`config.mk`:
```
export PLATFORM = sky130hd
export DESIGN_NAME = multi_channel_lfo_unit
export DESIGN_NICKNAME = d
export VERILOG_FILES = /design/src/mclfo_pkg.sv /design/src/multi_channel_lfo_unit.sv /design/src/mclfo_regs.sv /design/src/mclfo_front.sv /design/src/mclfo_outq.sv /design/src/mclfo_back.sv
export SDC_FILE = /design/constraint.sdc
export NUM_CORES = 2
export LEC_CHECK = 0
export ABC_CLOCK_PERIOD_IN_PS = 10220
export BUFFER_PORTS_ARGS = -buffer_cell sky130_fd_sc_hd__buf_2
export CORE_MARGIN = 10
export CORE_UTILIZATION = 50
export DETAILED_ROUTE_END_ITERATION = 8
export GPL_ROUTABILITY_DRIVEN = 0
export PLACE_DENSITY = 0.65
export RECOVER_POWER = 25
export SLEW_MARGIN = 20
export SYNTH_ARGS = -nofsm -noshare
export SYNTH_HDL_FRONTEND = slang
export SYNTH_HIERARCHICAL = 1
export SYNTH_SLANG_ARGS = --single-unit
```
`constraint.sdc`:
```
create_clock -name i_clk -period 10.22 [get_ports i_clk]
set_clock_uncertainty 0.1 [all_clocks]
set_input_delay 2.044 -clock i_clk [delete_from_list [all_inputs] [get_ports i_clk]]
set_output_delay 2.044 -clock i_clk [all_outputs]
set_load 0.01 [all_outputs]
```
`src/mclfo_pkg.sv`:
```
package mclfo_pkg;

    // sizing
    localparam int NUM_LFOS        = 4;
    localparam int SINE_INDEX_BITS = 8;
    localparam int PHASE_BITS      = 24;

    localparam int CFG_CHANNELS = 4;
    localparam int COUNT_BITS   = 16;
    localparam int LEVEL_BITS   = 13;
    localparam int CHAN_BITS    = 3;
    localparam int TIMER_BITS   = 25;
    localparam int ADDR_BITS    = 6;
    localparam int DATA_BITS    = 64;
    localparam int REG_IDX_BITS = 3;
    localparam int PROD_BITS    = COUNT_BITS + PHASE_BITS;
    localparam int SINE_QBITS   = SINE_INDEX_BITS - 2;
    localparam int SINE_QUARTER = 1 << SINE_QBITS;
    localparam int SIDX_BITS    = SINE_QBITS + 1;
    localparam int OUTQ_DEPTH   = 4;
    localparam int OUTQ_PTR     = 2;

    // register indexes
    localparam logic [REG_IDX_BITS-1:0] REG_LFO_A    = 3'd0;
    localparam logic [REG_IDX_BITS-1:0] REG_LFO_B    = 3'd1;
    localparam logic [REG_IDX_BITS-1:0] REG_LFO_C    = 3'd2;
    localparam logic [REG_IDX_BITS-1:0] REG_LFO_D    = 3'd3;
    localparam logic [REG_IDX_BITS-1:0] REG_BLOCK_EN = 3'd4;
    localparam logic [REG_IDX_BITS-1:0] REG_RAND_EN  = 3'd5;
    localparam logic [REG_IDX_BITS-1:0] REG_INTERVAL = 3'd6;
    localparam logic [REG_IDX_BITS-1:0] REG_SEED     = 3'd7;

    // command codes
    localparam logic CMD_TICK  = 1'b0;
    localparam logic CMD_START = 1'b1;

    // wave codes
    localparam logic [2:0] WAVE_SINE     = 3'd0;
    localparam logic [2:0] WAVE_SAW      = 3'd1;
    localparam logic [2:0] WAVE_SQUARE   = 3'd2;
    localparam logic [2:0] WAVE_TRIANGLE = 3'd3;
    localparam logic [2:0] WAVE_HELD     = 3'd4;

    localparam logic [CHAN_BITS-1:0]  RANDOM_CHANNEL = 3'd4;
    localparam logic [TIMER_BITS-1:0] TIMER_MAX      = 25'h1FFFFFF;
    localparam logic [LEVEL_BITS-1:0] LEVEL_HALF     = 13'd2048;
    localparam logic [LEVEL_BITS-1:0] LEVEL_FULL     = 13'd4096;

    // reset values
    localparam logic [63:0] SETTINGS_RESET = 64'd2252349569504736;
    localparam logic [23:0] INTERVAL_RESET = 24'd4800;
    localparam logic [31:0] SEED_RESET     = 32'd1;

    typedef struct packed {
        logic [CFG_CHANNELS-1:0][63:0] settings;
        logic                          block_enable;
        logic                          random_enable;
        logic [23:0]                   random_interval;
        logic [31:0]                   random_seed;
    } t_cfg;

    typedef struct packed {
        logic                  is_start;
        logic [COUNT_BITS-1:0] count;
    } t_item;

    typedef struct packed {
        logic [CHAN_BITS-1:0]  channel;
        logic [LEVEL_BITS-1:0] level;
        logic                  last;
    } t_result;

    // xorshift32 with shifts 13, 17, 5
    function automatic logic [31:0] xorshift32(input logic [31:0] s);
        logic [31:0] x;
        x = s ^ (s << 13);
        x = x ^ (x >> 17);
        x = x ^ (x << 5);
        return x;
    endfunction

    // quarter wave sine magnitude in 1.11, odd polynomial in Q30
    function automatic logic [11:0] quarter_mag(input int unsigned idx);
        logic [63:0] u;
        logic [63:0] u2;
        logic [63:0] p;
        logic [63:0] q;
        logic [63:0] m;
        u  = 64'(idx) << (30 - SINE_QBITS);
        u2 = (u * u) >> 30;
        p  = 64'd172272;
        p  = 64'd5026994 - ((u2 * p) >> 30);
        p  = 64'd85569306 - ((u2 * p) >> 30);
        p  = 64'd693598669 - ((u2 * p) >> 30);
        p  = 64'd1686629713 - ((u2 * p) >> 30);
        q  = (u * p) >> 30;
        m  = ((q << 11) + (64'd1 << 29)) >> 30;
        if (m > 64'd2048) begin
            m = 64'd2048;
        end
        return 12'(m);
    endfunction

endpackage

```
`src/multi_channel_lfo_unit.sv`:
```
// start word: handled by the sequencer in its idle state, no results
// tick word: the serial channel sequencer, sharing one datapath, takes each enabled
// lfo channel through next, multiply, phase, level and out, then the random channel
// through rand if it fires; out and rand wait while the result queue is full, and
// each disabled channel ahead of a result adds a pass through the next state
// one word is worked at a time; two more wait in the input queue
// synchronous active-low reset sets config, pointers and control state to defaults
module multi_channel_lfo_unit
    import mclfo_pkg::*;
(
    input  logic                  i_clk,
    input  logic                  i_rst_n,
    input  logic                  push,
    output logic                  full,
    input  logic                  i_command,
    input  logic [COUNT_BITS-1:0] i_sample_count,
    output logic                  empty,
    input  logic                  pop,
    output logic [CHAN_BITS-1:0]  o_channel,
    output logic [LEVEL_BITS-1:0] o_level,
    output logic                  o_last,
    input  logic                  psel,
    input  logic                  penable,
    input  logic                  pwrite,
    input  logic [ADDR_BITS-1:0]  paddr,
    input  logic [DATA_BITS-1:0]  pwdata,
    output logic [DATA_BITS-1:0]  prdata,
    output logic                  pready
);

    t_cfg    w_cfg;
    logic    w_item_valid;
    t_item   w_item;
    logic    w_item_pop;
    logic    w_res_push;
    t_result w_res;
    logic    w_res_full;
    t_result w_out;

    // configuration registers
    mclfo_regs u_regs (
        .i_clk   (i_clk),
        .i_rst_n (i_rst_n),
        .psel    (psel),
        .penable (penable),
        .pwrite  (pwrite),
        .paddr   (paddr),
        .pwdata  (pwdata),
        .prdata  (prdata),
        .pready  (pready),
        .o_cfg   (w_cfg)
    );

    // input queue and classification
    mclfo_front u_front (
        .i_clk          (i_clk),
        .i_rst_n        (i_rst_n),
        .i_push         (push),
        .i_command      (i_command),
        .i_sample_count (i_sample_count),
        .i_block_enable (w_cfg.block_enable),
        .o_full         (full),
        .o_item_valid   (w_item_valid),
        .o_item         (w_item),
        .i_item_pop     (w_item_pop)
    );

    // channel sequencer and datapath
    mclfo_back u_back (
        .i_clk        (i_clk),
        .i_rst_n      (i_rst_n),
        .i_cfg        (w_cfg),
        .i_item_valid (w_item_valid),
        .i_item       (w_item),
        .o_item_pop   (w_item_pop),
        .o_res_push   (w_res_push),
        .o_res        (w_res),
        .i_res_full   (w_res_full)
    );

    // result queue
    mclfo_outq u_outq (
        .i_clk   (i_clk),
        .i_rst_n (i_rst_n),
        .i_wr    (w_res_push),
        .i_wdata (w_res),
        .o_full  (w_res_full),
        .o_empty (empty),
        .i_rd    (pop),
        .o_rdata (w_out)
    );

    assign o_channel = w_out.channel;
    assign o_level   = w_out.level;
    assign o_last    = w_out.last;

`ifndef SYNTHESIS
    // sequencer never writes a full result queue
    a_no_overflow: assert property (@(posedge i_clk) disable iff (!i_rst_n)
        !(w_res_push && w_res_full))
        else $error("result written while queue full");

    // the random channel always closes its tick
    a_random_last: assert property (@(posedge i_clk) disable iff (!i_rst_n)
        (!empty && (o_channel == RANDOM_CHANNEL)) |-> o_last)
        else $error("random result not marked last");

    // levels stay in range
    a_level_range: assert property (@(posedge i_clk) disable iff (!i_rst_n)
        !empty |-> ((o_level <= LEVEL_FULL) && (o_channel <= RANDOM_CHANNEL)))
        else $error("result word out of range");
`endif

endmodule

```
`src/mclfo_regs.sv`:
```
module mclfo_regs
    import mclfo_pkg::*;
(
    input  logic                 i_clk,
    input  logic                 i_rst_n,
    input  logic                 psel,
    input  logic                 penable,
    input  logic                 pwrite,
    input  logic [ADDR_BITS-1:0] paddr,
    input  logic [DATA_BITS-1:0] pwdata,
    output logic [DATA_BITS-1:0] prdata,
    output logic                 pready,
    output t_cfg                 o_cfg
);

    t_cfg                    r_cfg;
    logic [REG_IDX_BITS-1:0] w_idx;
    logic                    w_wr;

    assign w_idx  = paddr[ADDR_BITS-1 -: REG_IDX_BITS];
    assign w_wr   = psel && penable && pwrite;
    assign pready = 1'b1;
    assign o_cfg  = r_cfg;

    // register writes
    always_ff @(posedge i_clk) begin
        if (!i_rst_n) begin
            for (int i = 0; i < CFG_CHANNELS; i++) begin
                r_cfg.settings[i] <= SETTINGS_RESET;
            end
            r_cfg.block_enable    <= 1'b1;
            r_cfg.random_enable   <= 1'b0;
            r_cfg.random_interval <= INTERVAL_RESET;
            r_cfg.random_seed     <= SEED_RESET;
        end else if (w_wr) begin
            case (w_idx)
                REG_LFO_A:    r_cfg.settings[0] <= pwdata;
                REG_LFO_B:    r_cfg.settings[1] <= pwdata;
                REG_LFO_C:    r_cfg.settings[2] <= pwdata;
                REG_LFO_D:    r_cfg.settings[3] <= pwdata;
                REG_BLOCK_EN: r_cfg.block_enable <= pwdata[0];
                REG_RAND_EN:  r_cfg.random_enable <= pwdata[0];
                REG_INTERVAL: r_cfg.random_interval <= pwdata[23:0];
                REG_SEED:     r_cfg.random_seed <= pwdata[31:0];
                default: begin
                end
            endcase
        end
    end

    // read mux
    always_comb begin
        case (w_idx)
            REG_LFO_A:    prdata = r_cfg.settings[0];
            REG_LFO_B:    prdata = r_cfg.settings[1];
            REG_LFO_C:    prdata = r_cfg.settings[2];
            REG_LFO_D:    prdata = r_cfg.settings[3];
            REG_BLOCK_EN: prdata = {63'd0, r_cfg.block_enable};
            REG_RAND_EN:  prdata = {63'd0, r_cfg.random_enable};
            REG_INTERVAL: prdata = {40'd0, r_cfg.random_interval};
            REG_SEED:     prdata = {32'd0, r_cfg.random_seed};
            default:      prdata = '0;
        endcase
    end

endmodule

```
`src/mclfo_front.sv`:
```
module mclfo_front
    import mclfo_pkg::*;
(
    input  logic                  i_clk,
    input  logic                  i_rst_n,
    input  logic                  i_push,
    input  logic                  i_command,
    input  logic [COUNT_BITS-1:0] i_sample_count,
    input  logic                  i_block_enable,
    output logic                  o_full,
    output logic                  o_item_valid,
    output t_item                 o_item,
    input  logic                  i_item_pop
);

    t_item      r_mem [2];
    logic       r_wp;
    logic       r_rp;
    logic [1:0] r_cnt;
    logic       w_accept;
    logic       w_keep;
    logic       w_pop;

    assign o_full       = (r_cnt == 2'd2);
    assign o_item_valid = (r_cnt != 2'd0);
    assign o_item       = r_mem[r_rp];
    assign w_accept     = i_push && !o_full;
    // a tick while the block is off does nothing, so it is dropped here
    assign w_keep       = w_accept && ((i_command == CMD_START) || i_block_enable);
    assign w_pop        = i_item_pop && o_item_valid;

    // word storage
    always_ff @(posedge i_clk) begin
        if (w_keep) begin
            r_mem[r_wp].is_start <= (i_command == CMD_START);
            r_mem[r_wp].count    <= i_sample_count;
        end
    end

    // pointers and fill count
    always_ff @(posedge i_clk) begin
        if (!i_rst_n) begin
            r_wp  <= 1'b0;
            r_rp  <= 1'b0;
            r_cnt <= 2'd0;
        end else begin
            if (w_keep) begin
                r_wp <= ~r_wp;
            end
            if (w_pop) begin
                r_rp <= ~r_rp;
            end
            r_cnt <= r_cnt + {1'b0, w_keep} - {1'b0, w_pop};
        end
    end

endmodule

```
`src/mclfo_outq.sv`:
```
module mclfo_outq
    import mclfo_pkg::*;
(
    input  logic    i_clk,
    input  logic    i_rst_n,
    input  logic    i_wr,
    input  t_result i_wdata,
    output logic    o_full,
    output logic    o_empty,
    input  logic    i_rd,
    output t_result o_rdata
);

    t_result               r_mem [OUTQ_DEPTH];
    logic [OUTQ_PTR-1:0]   r_wp;
    logic [OUTQ_PTR-1:0]   r_rp;
    logic [OUTQ_PTR:0]     r_cnt;
    logic                  w_wr;
    logic                  w_rd;

    assign o_full  = (r_cnt == (OUTQ_PTR + 1)'(OUTQ_DEPTH));
    assign o_empty = (r_cnt == '0);
    assign o_rdata = r_mem[r_rp];
    assign w_wr    = i_wr && !o_full;
    assign w_rd    = i_rd && !o_empty;

    // word storage
    always_ff @(posedge i_clk) begin
        if (w_wr) begin
            r_mem[r_wp] <= i_wdata;
        end
    end

    // pointers and fill count
    always_ff @(posedge i_clk) begin
        if (!i_rst_n) begin
            r_wp  <= '0;
            r_rp  <= '0;
            r_cnt <= '0;
        end else begin
            if (w_wr) begin
                r_wp <= r_wp + 1'b1;
            end
            if (w_rd) begin
                r_rp <= r_rp + 1'b1;
            end
            r_cnt <= r_cnt + (OUTQ_PTR + 1)'(w_wr) - (OUTQ_PTR + 1)'(w_rd);
        end
    end

endmodule

```
`src/mclfo_back.sv`:
```
module mclfo_back
    import mclfo_pkg::*;
(
    input  logic    i_clk,
    input  logic    i_rst_n,
    input  t_cfg    i_cfg,
    input  logic    i_item_valid,
    input  t_item   i_item,
    output logic    o_item_pop,
    output logic    o_res_push,
    output t_result o_res,
    input  logic    i_res_full
);

    localparam logic [2:0] S_IDLE  = 3'd0;
    localparam logic [2:0] S_NEXT  = 3'd1;
    localparam logic [2:0] S_MUL   = 3'd2;
    localparam logic [2:0] S_PHASE = 3'd3;
    localparam logic [2:0] S_LEVEL = 3'd4;
    localparam logic [2:0] S_OUT   = 3'd5;
    localparam logic [2:0] S_RAND  = 3'd6;

    logic [2:0]                   r_state;
    logic [CHAN_BITS-1:0]         r_ch;
    logic [4:0]                   r_mask;
    logic [COUNT_BITS-1:0]        r_count;
    logic [PROD_BITS-1:0]         r_prod;
    logic [24:0]                  r_scaled;
    logic [PHASE_BITS-1:0]        r_phase [CFG_CHANNELS];
    logic [11:0]                  r_held  [CFG_CHANNELS];
    logic [TIMER_BITS-1:0]        r_timer;
    logic [31:0]                  r_rng;

    logic [1:0]                   w_ci;
    logic [63:0]                  w_set;
    logic [2:0]                   w_wave;
    logic [PHASE_BITS-1:0]        w_inc;
    logic [11:0]                  w_amp;
    logic [11:0]                  w_off;
    logic [PROD_BITS-1:0]         w_sum;
    logic                         w_wrap;
    logic [31:0]                  w_rng_next;
    logic [PHASE_BITS-1:0]        w_ph;
    logic [SINE_INDEX_BITS-1:0]   w_sin_i;
    logic [SIDX_BITS-1:0]         w_sidx;
    logic [11:0]                  w_smag;
    logic [LEVEL_BITS-1:0]        w_sine;
    logic [PHASE_BITS:0]          w_tri_rem;
    logic [LEVEL_BITS-1:0]        w_tri;
    logic [LEVEL_BITS-1:0]        w_wlvl;
    logic signed [26:0]           w_v;
    logic [26:0]                  w_vr;
    logic [LEVEL_BITS-1:0]        w_shape;
    logic [CFG_CHANNELS-1:0]      w_en;
    logic [TIMER_BITS:0]          w_tsum;
    logic [TIMER_BITS-1:0]        w_tsat;
    logic                         w_rfire;
    logic                         w_last;
    logic [11:0]                  w_sine_tab [SINE_QUARTER + 1];

    // quarter wave table, constant per entry
    for (genvar g = 0; g <= SINE_QUARTER; g++) begin : g_sine
        localparam logic [11:0] MAG = quarter_mag(g);
        assign w_sine_tab[g] = MAG;
    end

    // current channel fields
    assign w_ci   = r_ch[1:0];
    assign w_set  = i_cfg.settings[w_ci];
    assign w_wave = w_set[2:0];
    assign w_inc  = PHASE_BITS'(w_set[27:4] >> (24 - PHASE_BITS));
    assign w_amp  = w_set[39:28];
    assign w_off  = w_set[51:40];

    // phase advance and wrap
    assign w_sum      = PROD_BITS'(r_phase[w_ci]) + r_prod;
    assign w_wrap     = |w_sum[PROD_BITS-1:PHASE_BITS];
    assign w_rng_next = xorshift32(r_rng);

    // sine lookup with quadrant folding
    assign w_ph    = r_phase[w_ci];
    assign w_sin_i = w_ph[PHASE_BITS-1 -: SINE_INDEX_BITS];
    assign w_sidx  = w_sin_i[SINE_QBITS] ?
                     SIDX_BITS'(SINE_QUARTER) - {1'b0, w_sin_i[SINE_QBITS-1:0]} :
                     {1'b0, w_sin_i[SINE_QBITS-1:0]};
    assign w_smag  = w_sine_tab[w_sidx];
    assign w_sine  = w_sin_i[SINE_INDEX_BITS-1] ? LEVEL_HALF - {1'b0, w_smag} :
                                                  LEVEL_HALF + {1'b0, w_smag};

    // triangle: rising half or falling half
    assign w_tri_rem = {1'b1, {PHASE_BITS{1'b0}}} - {1'b0, w_ph};
    assign w_tri     = w_ph[PHASE_BITS-1] ? w_tri_rem[PHASE_BITS-1 -: LEVEL_BITS] :
                                            w_ph[PHASE_BITS-1 -: LEVEL_BITS];

    // wave select
    always_comb begin
        case (w_wave)
            WAVE_SINE:     w_wlvl = w_sine;
            WAVE_SAW:      w_wlvl = {1'b0, w_ph[PHASE_BITS-1 -: 12]};
            WAVE_SQUARE:   w_wlvl = w_ph[PHASE_BITS-1] ? '0 : LEVEL_FULL;
            WAVE_TRIANGLE: w_wlvl = w_tri;
            WAVE_HELD:     w_wlvl = {1'b0, r_held[w_ci]};
            default:       w_wlvl = '0;
        endcase
    end

    // offset, recentre, round and clamp
    assign w_v  = $signed({2'b00, r_scaled}) + $signed({3'b000, w_off, 12'd0})
                - $signed({4'b0000, w_amp, 11'd0});
    assign w_vr = w_v + 27'sd2048;
    always_comb begin
        if (w_v < 0) begin
            w_shape = '0;
        end else if (w_vr[26:12] > 15'(LEVEL_FULL)) begin
            w_shape = LEVEL_FULL;
        end else begin
            w_shape = w_vr[24:12];
        end
    end

    // channels taking part in a tick
    always_comb begin
        for (int i = 0; i < CFG_CHANNELS; i++) begin
            w_en[i] = (i < NUM_LFOS) && i_cfg.settings[i][3];
        end
    end

    // random timer, saturating
    assign w_tsum  = (TIMER_BITS + 1)'(r_timer) + (TIMER_BITS + 1)'(i_item.count);
    assign w_tsat  = w_tsum[TIMER_BITS] ? TIMER_MAX : w_tsum[TIMER_BITS-1:0];
    assign w_rfire = i_cfg.random_enable &&
                     (w_tsat >= TIMER_BITS'(i_cfg.random_interval));

    // last word: no later channel fires
    always_comb begin
        w_last = 1'b1;
        for (int i = 0; i < 5; i++) begin
            if ((3'(i) > r_ch) && r_mask[i]) begin
                w_last = 1'b0;
            end
        end
    end

    // result word
    assign o_item_pop = (r_state == S_IDLE) && i_item_valid;
    assign o_res_push = ((r_state == S_OUT) || (r_state == S_RAND)) && !i_res_full;
    always_comb begin
        if (r_state == S_RAND) begin
            o_res.channel = RANDOM_CHANNEL;
            o_res.level   = {1'b0, w_rng_next[31:20]};
        end else begin
            o_res.channel = r_ch;
            o_res.level   = w_shape;
        end
        o_res.last = w_last;
    end

    // channel sequencer
    always_ff @(posedge i_clk) begin
        if (!i_rst_n) begin
            r_state <= S_IDLE;
            r_ch    <= '0;
            r_mask  <= '0;
            r_timer <= '0;
            r_rng   <= 32'd1;
            for (int i = 0; i < CFG_CHANNELS; i++) begin
                r_phase[i] <= '0;
                r_held[i]  <= '0;
            end
        end else begin
            case (r_state)
                S_IDLE: begin
                    if (i_item_valid) begin
                        if (i_item.is_start) begin
                            for (int i = 0; i < CFG_CHANNELS; i++) begin
                                r_phase[i] <= {i_cfg.settings[i][63:52],
                                               {(PHASE_BITS - 12){1'b0}}};
                            end
                            r_timer <= '0;
                            r_rng   <= (i_cfg.random_seed != 32'd0) ?
                                       i_cfg.random_seed : 32'd1;
                        end else begin
                            r_count <= i_item.count;
                            r_mask  <= {w_rfire, w_en};
                            if (i_cfg.random_enable) begin
                                r_timer <= w_rfire ? '0 : w_tsat;
                            end
                            r_ch    <= '0;
                            r_state <= S_NEXT;
                        end
                    end
                end
                S_NEXT: begin
                    if (r_mask[r_ch]) begin
                        r_state <= (r_ch == RANDOM_CHANNEL) ? S_RAND : S_MUL;
                    end else if (r_ch == RANDOM_CHANNEL) begin
                        r_state <= S_IDLE;
                    end else begin
                        r_ch <= r_ch + 1'b1;
                    end
                end
                S_MUL: begin
                    r_prod  <= PROD_BITS'(r_count) * PROD_BITS'(w_inc);
                    r_state <= S_PHASE;
                end
                S_PHASE: begin
                    r_phase[w_ci] <= w_sum[PHASE_BITS-1:0];
                    if ((w_wave == WAVE_HELD) && w_wrap) begin
                        r_held[w_ci] <= w_rng_next[31:20];
                        r_rng        <= w_rng_next;
                    end
                    r_state <= S_LEVEL;
                end
                S_LEVEL: begin
                    r_scaled <= 25'(w_wlvl) * 25'(w_amp);
                    r_state  <= S_OUT;
                end
                S_OUT: begin
                    if (!i_res_full) begin
                        r_ch    <= r_ch + 1'b1;
                        r_state <= S_NEXT;
                    end
                end
                S_RAND: begin
                    if (!i_res_full) begin
                        r_rng   <= w_rng_next;
                        r_state <= S_IDLE;
                    end
                end
                default: r_state <= S_IDLE;
            endcase
        end
    end

endmodule
```
; ---- Word level (Yosys, flattened, before mapping)
; Memory sizes are Yosys's and may differ from the RTL's. A register that Yosys moved wholly into a read port is not among the register bits.
; Cells that the tools add are included.
; Widths: inputs -> output; s select.
[totals]
reg_bits = 474
mem_bits_rw = 246
mem_bits_ro = 1536
inputBits = 94
out_inout_bits = 84
word_cells = 224
memories = 5
[memory_table]
columns = memory, depth, word_bits, rd, rd_clocked_by_memory_dff, write_ports, line_no
row1 = (name not given), 128, 12, 1, 0, 0, mclfo_back.sv:86  ; assign w_smag = w_sine_tab[w_sidx];
row2 = u_back.r_phase, 4, 24, 1, 1, 4, mclfo_back.sv:29  ; logic [PHASE_BITS-1:0] r_phase [CFG_CHANNELS];
row3 = u_outq.r_mem, 4, 17, 1, 1, 1, mclfo_outq.sv:14  ; t_result r_mem [OUTQ_DEPTH];
row4 = u_back.r_held, 4, 12, 1, 1, 4, mclfo_back.sv:30  ; logic [11:0] r_held [CFG_CHANNELS];
row5 = u_front.r_mem, 2, 17, 1, 1, 1, mclfo_front.sv:16  ; t_item r_mem [2];
[op_classes]
add_sub_neg = 16
n_mul = 2
magnitude_cmp = 11
eq_ne = 29
muxes = 79
bitwise_logic = 11
n_reduce_logical = 49
[ops]
columns = cell, n
row1 = $pmux 64 s8, 1
row2 = $mux 32, 5
row3 = $bmux 64 s2, 1
row4 = $mux 24, 5
row5 = $mux 25, 4
row6 = $pmux 32 s3, 1
row7 = $mux 13, 5
row8 = $pmux 13 s5, 1
row9 = $xor 32x32->32, 2
row10 = $mux 52, 1
row11 = $add 24x40->40, 1
row12 = $mul 16x24->40, 1
row13 = $mux 12, 3
row14 = $mux 3, 12
row15 = $reduce_bool 32->1, 1
row16 = $xor 32x15->32, 1
row17 = $eq 3x3->1 const B, 10
row18 = $add 27x13->27 const B, 1
row19 = $lt 27x1->1 const B, 1
row20 = $mux 1, 27
row21 = $sub 26x23->27, 1
row22 = $add 25x16->26, 1
row23 = $add 25x24->26, 1
row24 = $ge 25x24->1, 1
row25 = other kinds (47), 109

; ---- Depth between registers and ports, before layout
[logic_depth]
ltp_word = 10
depth_mapped = 43
mapped_depth_nobuf = 38

; ---- Cells and area by module
; The synthesis kept the hierarchy.
[by_module_without_submodules]
columns = module, instances, cells_each, area_each_um2, seq_area_each_um2
row1 = mclfo_back, 1, 4103, 38172.9, 8127.8
row2 = mclfo_regs, 1, 1418, 14193.6, 6286.0
row3 = mclfo_outq, 1, 140, 2977.9, 2222.1
row4 = mclfo_front, 1, 81, 1483.9, 1121.1

; ---- Least setup slack after synthesis
; Ideal clock, no wire load.
[synth_timing]
path_kind = register -> register
from = register with a tool-made name
to = register u_back.r_scaled[23], data pin
setup_ns = 0.258
arrival_ns = 9.064
t_required_ns = 9.862
path_slack_ns = 0.798
stages_incl_launch_ff = 38
n_path_buf = 5
synth_period_minus_slack_ns = 9.422
cell_sequence = dfxtp_1 -> buf_6 -> mux4_2 -> buf_6 -> clkbuf_1 -> inv_1 -> ha_1 -> mux2_2 -> ha_1 -> buf_1 -> clkbuf_1 -> a21oi_1 -> a221o_1 -> nand4_1 -> a32oi_2 -> ha_1 -> and2_1 -> a31oi_1 -> (+2 left out) -> nand2_1 -> fa_1 -> fa_1 -> fa_1 -> inv_1 -> fa_1 -> inv_1 -> fa_1 -> inv_1 -> ha_1 -> a21oi_1 -> o21ai_0 -> a41oi_1 -> a211oi_1 -> a2111oi_0 -> o21bai_1 -> a21oi_1 -> xnor2_1
[synth_lines]
columns = element, line_no
row1 = "end signal, assigned", mclfo_back.sv:215  ; r_scaled <= 25'(w_wlvl) * 25'(w_amp);
row2 = "end, declared", mclfo_back.sv:28  ; logic [24:0] r_scaled;

==> flow_metrics.tcl <==
set metrics [dict create \
    outcome "complete, but fails checks" \
    violations "capacitance limit, slew limit" \
    cts.sinks 724 \
    synth_edf_count 326 \
    post_cts_buffers 0 \
    synth_ff_type "dfxtp_1" \
    tns_ps 0 \
    dr_total_vias 42922 \
    cts_max_level 3 \
    worst_path_largest_cell_delay_ps 570 \
    arrival_ps 9970 \
    crit_cells 32 \
    setup_viol_count_final 0 \
    drive_gt1_share_pct 10.38 \
    period_needed_ps 9682 \
    synth_nets 6557 \
    path_clk_slew_ps 70 \
    rrSetupSlack_ps 540 \
    slew_violations 312 \
    synthXorXnorAreaFrac_pct 3.311 \
    ys_seq_area_share_pct 31.25 \
    routedWlPerCell_um 22.39 \
    syn_area_um2 56830 \
    drt_iter0_drc 3926 \
    synth-compound-area-share_pct 9.919 \
    die_x_um 357.1 \
    ios 178 \
    grt_pass1_wl_um 253300 \
    grt_pass1_vias 42502 \
    hpwl_um 118400 \
    cpMostUsedCell "fa_1" \
    row_count 123 \
    syn_inst 5742 \
    cts_made_buffers 82 \
    grt_max_degree 176 \
    hold_path.class "flop to flop" \
    crit_end "u_back/r_scaled[23]" \
    whs_ps 357.5 \
    yosys.area_share.adder_pct 21.59 \
    clock-root-buffer "clkbuf_16" \
    grt_util_all_layers_pct 25.38 \
    r2r-end "u_back/r_scaled[23]" \
    total_power_mw 16.32 \
    hold_viol 0 \
    cts_max_path_buffers 3 \
    period_share_pct 94.73 \
    grt_antenna_before_repair 13 \
    nNetsFinal 6574 \
    final_cell_mix "nand2_1, inv_1, fa_1, dfxtp_1, mux2i_1" \
    die_area_um2 127500 \
    rsz0062_at_grt "false" \
    first_pass_iters 7 \
    powerDensity_nw_per_um2 264.4 \
    fillers 10091 \
    drc 0 \
    vias_per_cell 5.852 \
    cts_tree "yes" \
    syn_to_final_growth_pct 8.587 \
    ys_warn_count 6 \
    min_from "u_back/r_timer[7]" \
    crit_slowest_cell "fa_1" \
    end_kind "flop" \
    synth_cell_types 110 \
    clk_latency_ps 690 \
    ys_seq_elements 724 \
    synth_top_family_by_area "adder cells" \
    seqCellArea_um2 17760 \
    core_um2 112700 \
    drv_cap 5 \
    critPathTopFamily "adder cells" \
    async_reset_ff_share_pct 0 \
    r2r_cells 32 \
    numPortBuffers 173 \
    die_h_um 357.1 \
    peakVddDrop_uv 351.0 \
    synth_simple_gate_area_share_pct 14.58 \
    leakage_nw 26.76 \
    worstMarginPinSlew_ps 5033 \
    fmax_mhz 103.3 \
    initial_utilization_pct 50.45 \
    max_slew_margin_pct -235.5 \
    multiInputGateArea_um2 35240 \
    layout_commonest_cell "nand2_1" \
    overflow 0 \
    crit_type "flop to flop" \
    path_buf_inv 5 \
    cp_max_fo 6 \
    drt_wl_total_um 164200 \
    cp.required_ps 10510 \
    syn_avg_cell_area_um2 9.897 \
    start_kind "flop" \
    synth_mux_area_share_pct 12.46 \
    ant_nets 0 \
]
==> power by group <==
part	switching, mW	total (mW)	internal, mW	leakage [nW]
registers	0.178	3.71	3.53	6.40
clock network	1.29	3.14	1.84	1.41
logic	5.63	9.47	3.85	19.0
total	7.10	16.3	9.22	26.8
==> cell type report <==
class                   instances  area share, %
diodes                          6        0.02433
clock buffers                 105          3.666
clock inverters                49          1.028
inverters                     613          3.729
multi-input cells            4068          57.11
flip-flops and latches        724          28.79
well taps                    1500          3.041
repair buffers                270          2.614
==> sequential cells by signal, indices dropped and copies added (netlist names), named ones only <==
| signal | count |
|---|---|
| u_front/r_mem | 34 |
| u_back/r_phase | 96 |
| u_back/r_held | 48 |
| u_back/r_count | 16 |
| u_back/r_prod | 40 |
| u_back/r_rng | 32 |
| u_back/r_scaled | 24 |
| u_outq/r_mem | 68 |
| u_outq/r_wp | 2 |
| u_front/r_rp | 1 |
| u_back/r_ch | 3 |
| u_outq/r_rp | 2 |
| u_back/r_state | 3 |
| u_regs/o_cfg | 314 |
| u_back/r_timer | 25 |
| u_back/r_mask | 5 |
| u_front/r_cnt | 2 |
| u_outq/r_cnt | 3 |
| u_front/r_wp | 1 |
==> routing by layer <==
| metal | up-vias | global-route usage (%) | share of wire (%) | routed length [um] |
|---|---|---|---|---|
| li1 | 19617 | - | - | - |
| met1 | 21332 | 34.98 | 43 | 69800 |
| met2 | 1702 | 39.65 | 45 | 73900 |
| met3 | 263 | 5.793 | 9.3 | 15270 |
| met4 | 8 | 7.698 | 3.2 | 5219 |
| met5 | - | 0 | 0.026 | 43 |
==> repair_timing <==
action                     CTS  global route
setup endpoints to repair    0             2
hold buffers                 0             0
resized for setup            0             7
==> worst reg2reg max path: cells and delay by family (launching register included) <==
| family | cells | cell delay (ps) |
|---|---|---|
| buffers and inverters | 5 | 460 |
| and+or+nand+nor | 3 | 890 |
| xor gates and xnor gates | 2 | 230 |
| adders and majority gates | 8 | 3460 |
| DFF | 1 | 420 |
| AOI/OAI and AO/OA | 12 | 2950 |
| muxes | 2 | 920 |
==> Yosys cell counts (all sizes together) (60+ instances only) <==
cell type    n  share of area (%)
nand2      871                5.8
mux2i      354                6.2
a21o        60               0.79
xor2        61               0.94
inv        610                4.0
and2       211                2.3
nor2b       97                1.1
mux4       134                5.4
edfxtp     326                 17
nand3       88               0.78
dfxtp      398                 14
nor2       284                1.9
xnor2      150                2.4
o21ai      158                1.4
ha         291                6.4
fa         430                 15
a21oi      179                1.6
clkbuf     212                1.4
buf        125                1.4
==> worst min path at each step <==
stage,end,cells past startpoint,slack (ps)
floorplan,u_back/r_timer[0],2,340
global placement,u_back/r_timer[0],2,340
detailed placement,u_back/r_timer[7],2,350
CTS,u_back/r_timer[7],2,360
global route,u_back/r_timer[7],2,370
finish,u_back/r_timer[7],2,360
==> per-stage QoR <==
stage | worst slack (ps) | util, % | std cells | area [um^2]
after CTS | 315.1 | 54.79 | 7329 | 61720
after detailed placement | 408.8 | 52.22 | 7175 | 58820
after global routing | 0.6377 | 54.77 | 7331 | 61700
after floorplan | 798.4 | - | 5742 | 56830
after global placement | 501.5 | 52.18 | 7173 | 58790
final | 538.2 | 54.78 | 7335 | 61710
==> logic make-up (layout without fill, tap and decap cells) <==
group | Yosys count | in the layout
AOI/OAI and AO/OA | 815 | 815
xor gates and xnor gates | 211 | 211
adders and majority gates | 723 | 723
buffers and inverters | 950 | 1037
DFF | 724 | 724
muxes | 532 | 532
other | 1 | 7
and+or+nand+nor | 1786 | 1786
Power figures use the tool's default switching activity.
